[config.mk]
export PLATFORM = sky130hd
export DESIGN_NAME = ihct_front
export DESIGN_NICKNAME = d
export VERILOG_FILES = /design/src/hdl/ihct_pkg.sv /design/src/hdl/ihct_front.sv
export SDC_FILE = /design/constraint.sdc
export NUM_CORES = 1
export LEC_CHECK = 0
export BUFFER_PORTS_ARGS = -buffer_cell sky130_fd_sc_hd__buf_4
export CORE_AREA = 2 2 99 140
export DETAILED_ROUTE_END_ITERATION = 12
export DIE_AREA = 0 0 101 142
export SYNTH_ARGS = -nofsm -noshare
export SYNTH_HDL_FRONTEND = slang
export SYNTH_SLANG_ARGS = --single-unit
[constraint.sdc]
create_clock -name clk_i -period 10.8 [get_ports clk_i]
set_input_delay 0.54 -clock clk_i [delete_from_list [all_inputs] [get_ports clk_i]]
set_output_delay 0.54 -clock clk_i [all_outputs]
set_load 0.02 [all_outputs]
[src/hdl/ihct_pkg.sv]
// package for the identity hash code table: widths, codes, request and result types
// no dependencies
package ihct_pkg;

  localparam int unsigned SlotBits = 10;
  localparam int unsigned Slots    = 1 << SlotBits;
  localparam int unsigned KeyBits  = 32;
  localparam int unsigned CodeBits = 30;
  localparam int unsigned TagShift = 2;
  localparam int unsigned CntBits  = SlotBits + 1;
  localparam int unsigned QDepth   = 2;

  localparam logic [CodeBits-1:0] LcgMul = CodeBits'(1664525);
  localparam logic [CodeBits-1:0] LcgAdd = CodeBits'(1013904234);

  typedef enum logic [1:0] {
    KIND_ASSIGN = 2'd0,
    KIND_INSERT = 2'd1,
    KIND_REMOVE = 2'd2,
    KIND_NONE   = 2'd3
  } kind_e;

  typedef enum logic [1:0] {
    MARK_EMPTY   = 2'd0,
    MARK_LIVE    = 2'd1,
    MARK_REMOVED = 2'd2,
    MARK_SPARE   = 2'd3
  } mark_e;

  typedef enum logic [2:0] {
    ST_FOUND     = 3'd0,
    ST_INSERTED  = 3'd1,
    ST_ENLARGE   = 3'd2,
    ST_REMOVED   = 3'd3,
    ST_NOT_FOUND = 3'd4,
    ST_FULL      = 3'd5
  } status_e;

  typedef enum logic [0:0] {
    REG_SEED = 1'd0,
    REG_LOAD = 1'd1
  } reg_e;

  // classified request handed from front to back
  typedef struct packed {
    logic                skip;
    kind_e               kind;
    logic [KeyBits-1:0]  key;
    logic [CodeBits-1:0] value;
    logic [SlotBits-1:0] home;
  } req_t;

  typedef enum logic [3:0] {
    BK_IDLE, BK_CLEAR, BK_READ, BK_CHECK, BK_LCG, BK_WRITE,
    BK_NBR, BK_NBR_WAIT, BK_NBR_CHK, BK_DONE
  } bk_state_e;

endpackage

[src/hdl/ihct_front.sv]
// front part: accepts requests, computes home slot, queues them for the back part
// depends on ihct_pkg
module ihct_front (
  input  logic                   clk_i,
  input  logic                   rst_ni,
  input  logic                   start,
  output logic                   busy,
  input  logic [1:0]             kind_i,
  input  logic [31:0]            key_i,
  input  logic [29:0]            value_i,
  input  logic                   pop_i,
  output logic                   q_valid_o,
  output ihct_pkg::req_t         q_req_o,
  input  logic                   back_idle_i
);
  import ihct_pkg::*;

  req_t          q_mem [QDepth];
  logic          wr_q, rd_q;
  logic [1:0]    cnt_q;
  logic          push;
  req_t          req;

  // classify incoming request
  always_comb begin
    req.skip  = (kind_i == KIND_NONE);
    req.kind  = kind_e'(kind_i);
    req.key   = key_i;
    req.value = value_i;
    req.home  = key_i[TagShift +: SlotBits];
  end

  // one request outstanding in the whole block
  assign busy      = (cnt_q != 2'd0) || !back_idle_i;
  assign push      = start && !busy;
  assign q_valid_o = (cnt_q != 2'd0);
  assign q_req_o   = q_mem[rd_q];

  always_ff @(posedge clk_i) begin
    if (push) q_mem[wr_q] <= req;
  end

  // queue pointers
  always_ff @(posedge clk_i or negedge rst_ni) begin
    if (!rst_ni) begin
      wr_q  <= 1'b0;
      rd_q  <= 1'b0;
      cnt_q <= 2'd0;
    end else begin
      if (push) wr_q <= ~wr_q;
      if (pop_i) rd_q <= ~rd_q;
      cnt_q <= cnt_q + 2'(push) - 2'(pop_i);
    end
  end
endmodule

After elaboration in Yosys (flattened, before gate mapping). Memory sizes are Yosys's and may differ from the RTL's. Index checks and enable logic that the tools add are counted.

Bits in registers: 4. Bits in writable memories: 150. Bits of input ports: 69. Output and inout port bits: 77. Word-level logic and storage cells: 16. Memories: 1.

$add $sub $neg: 2. Equal/unequal tests: 1. Multiplexer cells: 2. Bitwise operators: 2. Reduce and logical (&&, ||, !) cells: 5.

Memory list: q_mem (words 2, bits a word 75, rd ports 1, clocked after memory_dff 0, wr ports 1, RTL line ihct_front.sv:18) `req_t q_mem [QDepth];`.

Operator list (number): $add A2 B1 Y2 (1); $eq A2 B2 Y1 const B (1); $logic_not A1 Y1 (2); $mux W1 (2); $not A1 Y1 (2); $reduce_bool A2 Y1 (1); $sub A2 B1 Y2 (1); $logic_and A1 B1 Y1 (1); $logic_or A1 B1 Y1 (1).

Depth between registers and ports, before layout. Gate-level depths: netlist of run 1.

Depth in word-level cells: 6. Mapped depth: 6. Depth with buffers taken out: 6.

Least setup slack after synthesis of run 1. No wires, ideal clock.

Kind: input to register. Start: input port start. End: memory q_mem[0][10] (netlist bit) (enable). Library setup time: 0.489 ns. Arrival: 3.489 ns. Required time: 10.311 ns. Path slack: 6.822 ns. Cell stages on the path: 2. Path buffers: 0. Cells stage by stage: nand4bb_1 > nor2_1.

Word-level cells in the longest chain between the ends: 3.

RTL lines: start: declaration (RTL line ihct_front.sv:6) `input logic start,`; $logic_and A1 B1 Y1 (RTL line ihct_front.sv:35) `assign push = start && !busy;`; $mux W1 (RTL line ihct_front.sv:40) `if (push) q_mem[wr_q] <= req;`; $mux W1 (not written as such) (RTL line ihct_front.sv:40); end: declaration (RTL line ihct_front.sv:18).

No other way between the ends.

==> results of run 1 <==
==> layout by cell type (no fill, tap or decap) <==
cell,count
and2_1,1
buf_4,147
clkbuf_1,1
clkbuf_16,17
clkinv_1,4
clkinv_2,3
clkinv_4,1
clkinvlp_4,4
dfrtp_1,3
dfrtp_4,1
dlygate4sd3_1,1
edfxtp_1,130
ha_1,2
inv_1,3
inv_6,2
mux2_2,25
mux2_4,40
nand2_1,1
nand4bb_1,1
nor2_1,1
nor2_4,2
xnor2_1,3
xor2_1,1
==> stage by stage <==
stage / instance area, sq um / util [%]
3_3_place_gp: 6310 / 48.0
4_1_cts: 6830 / 52.0
2_1_floorplan: 5130 / -
6_report: 6830 / 52.0
5_1_grt: 6830 / 52.0
3_5_place_dp: 6310 / 48.0
==> registers in the layout (all words and copies together), names as in the netlist <==
signal and cells:
rd_q 1, wr_q 1, q_mem 130, cnt_q 2
==> routing by layer <==
layer / global-route usage [%] / vias to the layer above / part of all wire, %
met5: 0 / - / 0
met4: 6.19 / 0 / 1.6
met3: 4.42 / 13 / 4.6
met2: 24.5 / 75 / 59
met1: 13.6 / 1277 / 35
li1: - / 1189 / -
==> report_power, final <==
| part | switching (W) | leakage, nW | internal [W] |
|---|---|---|---|
| clock | 0.000202 | 0.242 | 0.000289 |
| combinational | 0.000218 | 1.19 | 0.000266 |
| sequential | 0.0000739 | 1.22 | 0.000618 |
| total | 0.000494 | 2.65 | 0.00117 |
==> critical path: cells and delay by family, from the launching register on <==
family,cells,cell delay (ns)
buffers and inverters,1,0.16
flip-flops,1,1.17
multiplexers,1,0.44
==> logic make-up after synthesis <==
family,count (synthesis),share of synthesized area (%)
fa+ha+maj,2,0.488
simple gates,6,0.634
xor+xnor,4,0.683
buf+inv,20,2.97
flops,134,78.0
mux,65,17.2
==> area by class of cell <==
type                            instances  area, sq um
Fill cell                            1087         6300
Sequential cell                       134         4010
Timing Repair Buffer                  148         1110
Multi-Input combinational cell         77          990
Clock buffer                           18          429
Tap cell                              156          195
Clock inverter                         14         86.3
Inverter                                3         11.3
==> worst max path at each step <==
stage | to | slack, ns | startpoint | cells after the start
finish | q_req_o[50] | 8.05 | rd_q | 2
global route | q_req_o[9] | 7.92 | rd_q | 2
CTS | q_req_o[2] | 8.00 | rd_q | 2
detailed placement | q_mem[1][69] | 8.06 | back_idle_i | 4
global placement | q_mem[1][51] | 8.11 | back_idle_i | 4
floorplan | q_mem[0][10] | 6.82 | start | 2
==> metrics.md, run 1 <==
| Metric | Value |
|---|---|
| RSZ-0062 raised after global routing | false |
| Slowest cell on crit path | dfrtp_4 |
| Number of flops mapped to enable cells by yosys | 130 |
| Reg-to-reg setup timing slack | 8.27 ns |
| Outcome | finished clean |
| Syn Nets | 302 |
| CTS root buffer | clkbuf_16 |
| Min Hold Slack | 0.320 ns |
| Post-Route WL | 9.36 mm |
| DRC viols | 0 |
| Die ar. | 14300 sq um |
| Worst rel slew slack | 25.0% |
| RR Startpoint | cnt_q[1] |
| Data arrival, critical path | 2.21 ns |
| Hold Path Origin | key_i[24] |
| Max FO, Critical Path | 66 |
| Final nets | 452 |
| Yosys reg bits | 134 |
| Hold endpoint | q_mem[1][64] |
| Power Density | 244 nW/um^2 |
| Synth unique cells | 15 |
| Final setup fails | 0 |
| Static Leakage | 2.65 nW |
| Largest net degree at the start of global routing | 67 |
| IR drop worst, VDD | 0.150 mV |
| Core area | 13100 sq um |
| Ys Warns | 0 |
| Setup_tns | 0 ns |
| Placed instance count | 517 |
| Kind of critical path | flip-flop to primary output |
| CTS HTree Levels | 4 |
| Num rows | 50 |
| Initial drt markers | 101 |
| Fin crit period | 2.75 ns |
| Worst skew pair latency | 0.40 ns |
| R2R cell count | 3 |
| Critical Path End Type | primary output |
| CP Cell Sequence | mux2_2 -> buf_4 |
| Final period util | 25.5% |
| Count leader, synth | edfxtp_1 |
| Final total power | 0.00167 W |
| Post-CTS Setup Bufs | 0 |
| Fin. Hold Viols | 0 |
| CTS clk-pin slew, worst paths | 0.06 ns |
| Register area share after synthesis | 78.0% |
| Post-route ant nets | 0 |
| Initial antenna violation count | 0 |
| Final Skew | 0.00462 ns |
| Initial cell density of the core | 39.1% |
| Hold-critical path depth | 1 |
| Async set or reset register ratio after synthesis | 2.99% |
| GRT overflow | 0 |
| Worst Tran Pin Value | 1.12 ns |
| GPL Wtd Cong | 0.671 |
| Final Slew Violations | 0 |
| Die Y | 142 um |
| DP Worst Slack | 8.06 ns |
| CTS tree | built |
| Startpoint types | flip-flop |
| Final worst slack | 8.05 ns |
| Largest cells by area after synthesis | edfxtp_1, mux2_4, mux2_2, dfrtp_1, buf_4 |
| Number of global-route vias before repair | 2730 |
| Die W | 101 um |
| Mapped Cells | 231 |
| PostCTS Resize Cnt | 0 |
| Synth area leader | edfxtp_1 |
| Fmax | 363 MHz |
| Hold-fix buffers at CTS | 1 |
| Gr usage total | 13.4% |
| Slowest stage delay, CP | 1.17 ns |
| Most frequent cells after synthesis | edfxtp_1, mux2_4, mux2_2 |
| First-pass GRT wire length | 13.9 mm |
| Hold Path Class | input port to flip-flop |
| Critical path required time | 10.26 ns |
| Diodes inserted | 0 |
| I/O pin count | 146 |
| Max clock buf depth | 2 |
| Synth Area per Inst | 22.2 sq um |
| First-pass detailed-route iteration total | 4 |
| Drt via density | 4.64 |
| PortBufs | 145 |
| Synthesized cell area | 5130 sq um |
| Top cell type's share of synthesized area | 76.1% |
| Area Overhead vs Synth | 33.2% |
| Clk sinks | 134 |
| CTS Buf Count | 17 |
| Drt wl/cell | 17.0 um |
| Layout cells sized above 1 | 61.4% |
| Vias after detailed routing | 2554 |
| Post-synth top flop | edfxtp_1 |
| R2r endpoint | q_mem[1][54] |
| Finished Layout Cells | 550 |
| Max_cap viols | 0 |
Power figures use the tool's default switching activity.
==> inputs of run 2 (changes only) <==
--- a/config.mk
+++ b/config.mk
@@ -9,6 +9,7 @@
 export CORE_AREA = 2 2 99 140
 export DETAILED_ROUTE_END_ITERATION = 12
 export DIE_AREA = 0 0 101 142
+export PLACE_DENSITY = 0.65
 export SYNTH_ARGS = -nofsm -noshare
 export SYNTH_HDL_FRONTEND = slang
 export SYNTH_SLANG_ARGS = --single-unit
==> constraint.sdc (replaced) <==
create_clock -name clk_i -period 2.35 [get_ports clk_i]
set_input_delay 0.1175 -clock clk_i [delete_from_list [all_inputs] [get_ports clk_i]]
set_output_delay 0.1175 -clock clk_i [all_outputs]
set_load 0.02 [all_outputs]
==> run 2 against run 1 <==
  * Global-route usage rose by 0.55 points
  * Routed wire length is 5.8% higher
  * Final cell count up 13%
  * Core utilization rose by 6.2 points
  * Clock-buffer cell count down 1
  * Sequential share of layout area is 6.2 points lower
  * Via count up 10%
  * Combinational power rose to 5.1 times the previous value
  * Non-clock buffer count is 69 higher
  * Hold slack worse by 0.28 ns
  * Largest power group unchanged
==> metrics.md, run 2 (synthesized netlist as in run 1, its figures left out) <==
| Metric | Value |
|---|---|
| Outcome | finished clean |
| Drt wl/cell | 16.0 um (-6.0%) |
| GPL Wtd Cong | 0.715 (+6.5%) |
| Clk sinks | 134 (unchanged) |
| CTS HTree Levels | 4 (unchanged) |
| Vias after detailed routing | 2812 (+10%) |
| Drt via density | 4.54 (-2.2%) |
| Post-Route WL | 9.90 mm (+5.8%) |
| First-pass detailed-route iteration total | 4 (unchanged) |
| CTS tree | built |
| CTS root buffer | clkbuf_16 |
| Multi-input logic area | 990 sq um (unchanged) |
| Final nets | 521 (+15%) |
| Kind of critical path | flip-flop to primary output |
| Worst skew pair latency | 0.40 ns (about the same) |
| Placed instance count | 521 (+0.77%) |
| Final setup fails | 0 (unchanged) |
| PortBufs | 145 (unchanged) |
| Finished Layout Cells | 619 (+13%) |
| Busiest grt layer | met2 |
| Initial drt markers | 90 (-11%) |
| Critical path required time | 2.23 ns (-8.03 ns) |
| Hold Path Class | input port to async pin |
| Register with the most flip-flops | q_mem |
| RSZ-0062 raised after global routing | false |
| I/O pin count | 146 (unchanged) |
| Data arrival, critical path | 2.07 ns (-0.14 ns) |
| Startpoint types | flip-flop |
| CTS clk-pin slew, worst paths | 0.06 ns (about the same) |
| IR drop worst, VDD | 0.523 mV (+250%) |
| Post-route ant nets | 0 (unchanged) |
| Final period util | 93.0% |
| Most common cell after layout, fill and taps aside | buf_4 |
| Worst Tran Pin Value | 0.562 ns (-0.563 ns) |
| Post-CTS Setup Bufs | 0 (unchanged) |
| Fin. Hold Viols | 0 (unchanged) |
| Final Skew | 0.00941 ns (+0.00480 ns) |
| Die W | 101 um (unchanged) |
| Filler cells | 1014 (-6.7%) |
| Regs by FF count | q_mem: 130 flops, cnt_q: 2 flops |
| Layout cells sized above 1 | 53.5% (-8.0 points) |
| Initial cell density of the core | 39.1% (unchanged) |
| Die ar. | 14300 sq um (unchanged) |
| DRC viols | 0 (unchanged) |
| Static Leakage | 3.00 nW (+13%) |
| Fin crit period | 2.18 ns |
| Met3 global-route usage | 4.03% (-0.39 points) |
| CTS Buf Count | 17 (unchanged) |
| GR met1 Demand/Resource | 13.9% (+0.29 points) |
| Initial antenna violation count | 1 (+1) |
| Final total power | 0.00822 W (+390%) |
| First-pass GRT wire length | 15.0 mm (+7.4%) |
| Die Y | 142 um (unchanged) |
| Gr usage total | 14.0% (+0.55 points) |
| Core Util, Final | 58.2% (+6.2 points) |
| DP Wirelength | 6.18 mm |
| Area Overhead vs Synth | 49.0% |
| Final Slew Violations | 0 (unchanged) |
| Worst rel slew slack | 62.5% (+38 points) |
| Max_cap viols | 0 (unchanged) |
| Max reg flops | 130 (unchanged) |
| GRT overflow | 0 (unchanged) |
| Max FO, Critical Path | 33 (-50%) |
| GR Util met2 | 26.4% (+1.9 points) |
| Largest net degree at the start of global routing | 46 (-31%) |
| Fmax | 458 MHz |
| Core area | 13100 sq um (unchanged) |
| Critical Path End Type | primary output |
| Max clock buf depth | 2 (unchanged) |
| Power Density | 1080 nW/um^2 (+340%) |
| Number of global-route vias before repair | 3125 (+14%) |
| Leading cell types in the layout, fill and taps excluded | buf_4, edfxtp_1, dlygate4sd3_1 |
| Num rows | 50 (unchanged) |
| FF+latch area | 4010 sq um (unchanged) |
-- run 2: cell count changes in the layout (fill, tap and decap cells not counted), sizes merged --
cell         delta
dlygate4sd3    +65
diode           +1
clkinv          -2
buf             +4
bufinv          +4
clkinvlp        -2
clkbuf          -1
-- run 2: through the flow --
step / area (sq um) / worst slack, ns / hold slack (ns) / setup TNS (ns)
after floorplan: 5140 / -0.502 / -0.178 / -65.28
after global placement: 6370 / 0.591 / -0.0843 / 0
after detailed placement: 6370 / 0.513 / -0.0831 / 0
after CTS: 7640 / 0.124 / 0.0187 / 0
after global routing: 7650 / 0.0696 / 0.0334 / 0
final: 7650 / 0.165 / 0.0361 / 0
-- run 2: what timing repair did --
action                                 4_1_cts  5_1_grt
hold buffers                                66        0
endpoints found under the hold margin      133        0
gates resized for setup                      0        0
-- run 2: final timing paths --
path	from	endpoint	slack, ns	cells past startpoint
setup / recovery	rd_q	q_req_o[15]	0.17	3
hold / removal	rst_ni	cnt_q[0]	0.04	2
setup reg to reg	cnt_q[1]	cnt_q[1]	0.51	6
hold reg to reg	cnt_q[1]	cnt_q[1]	0.50	1
max in group asynchronous	rst_ni	rd_q	2.20	2
min in group clk_i	start	wr_q	0.26	3
-- run 2: power by group --
part	total (W)	switching (W)	internal [W]
clock	0.00269	0.000932	0.00176
sequential	0.00304	0.000200	0.00284
combinational	0.00249	0.00117	0.00132
-- run 2: layout make-up --
cell class              instances  area share, %
clock buffers                  17           5.56
flip-flops and latches        134           52.4
well taps                     156           2.55
inverters                       3          0.147
clock inverters                14           2.39
repair buffers                217           24.0
multi-input cells              77           12.9
diodes                          1         0.0327
-- run 2: metal layers --
layer | wire [um] | up-vias
li1 | - | 1328
met1 | 3760 | 1381
met2 | 5560 | 94
met3 | 477 | 9
met4 | 105 | 0
met5 | 0 | -
-- run 2: worst max-delay path: stages (launching register included) --
cell,delay (ns)
dfrtp_4,0.79
buf_4,0.37
mux2_4,0.33
buf_4,0.16
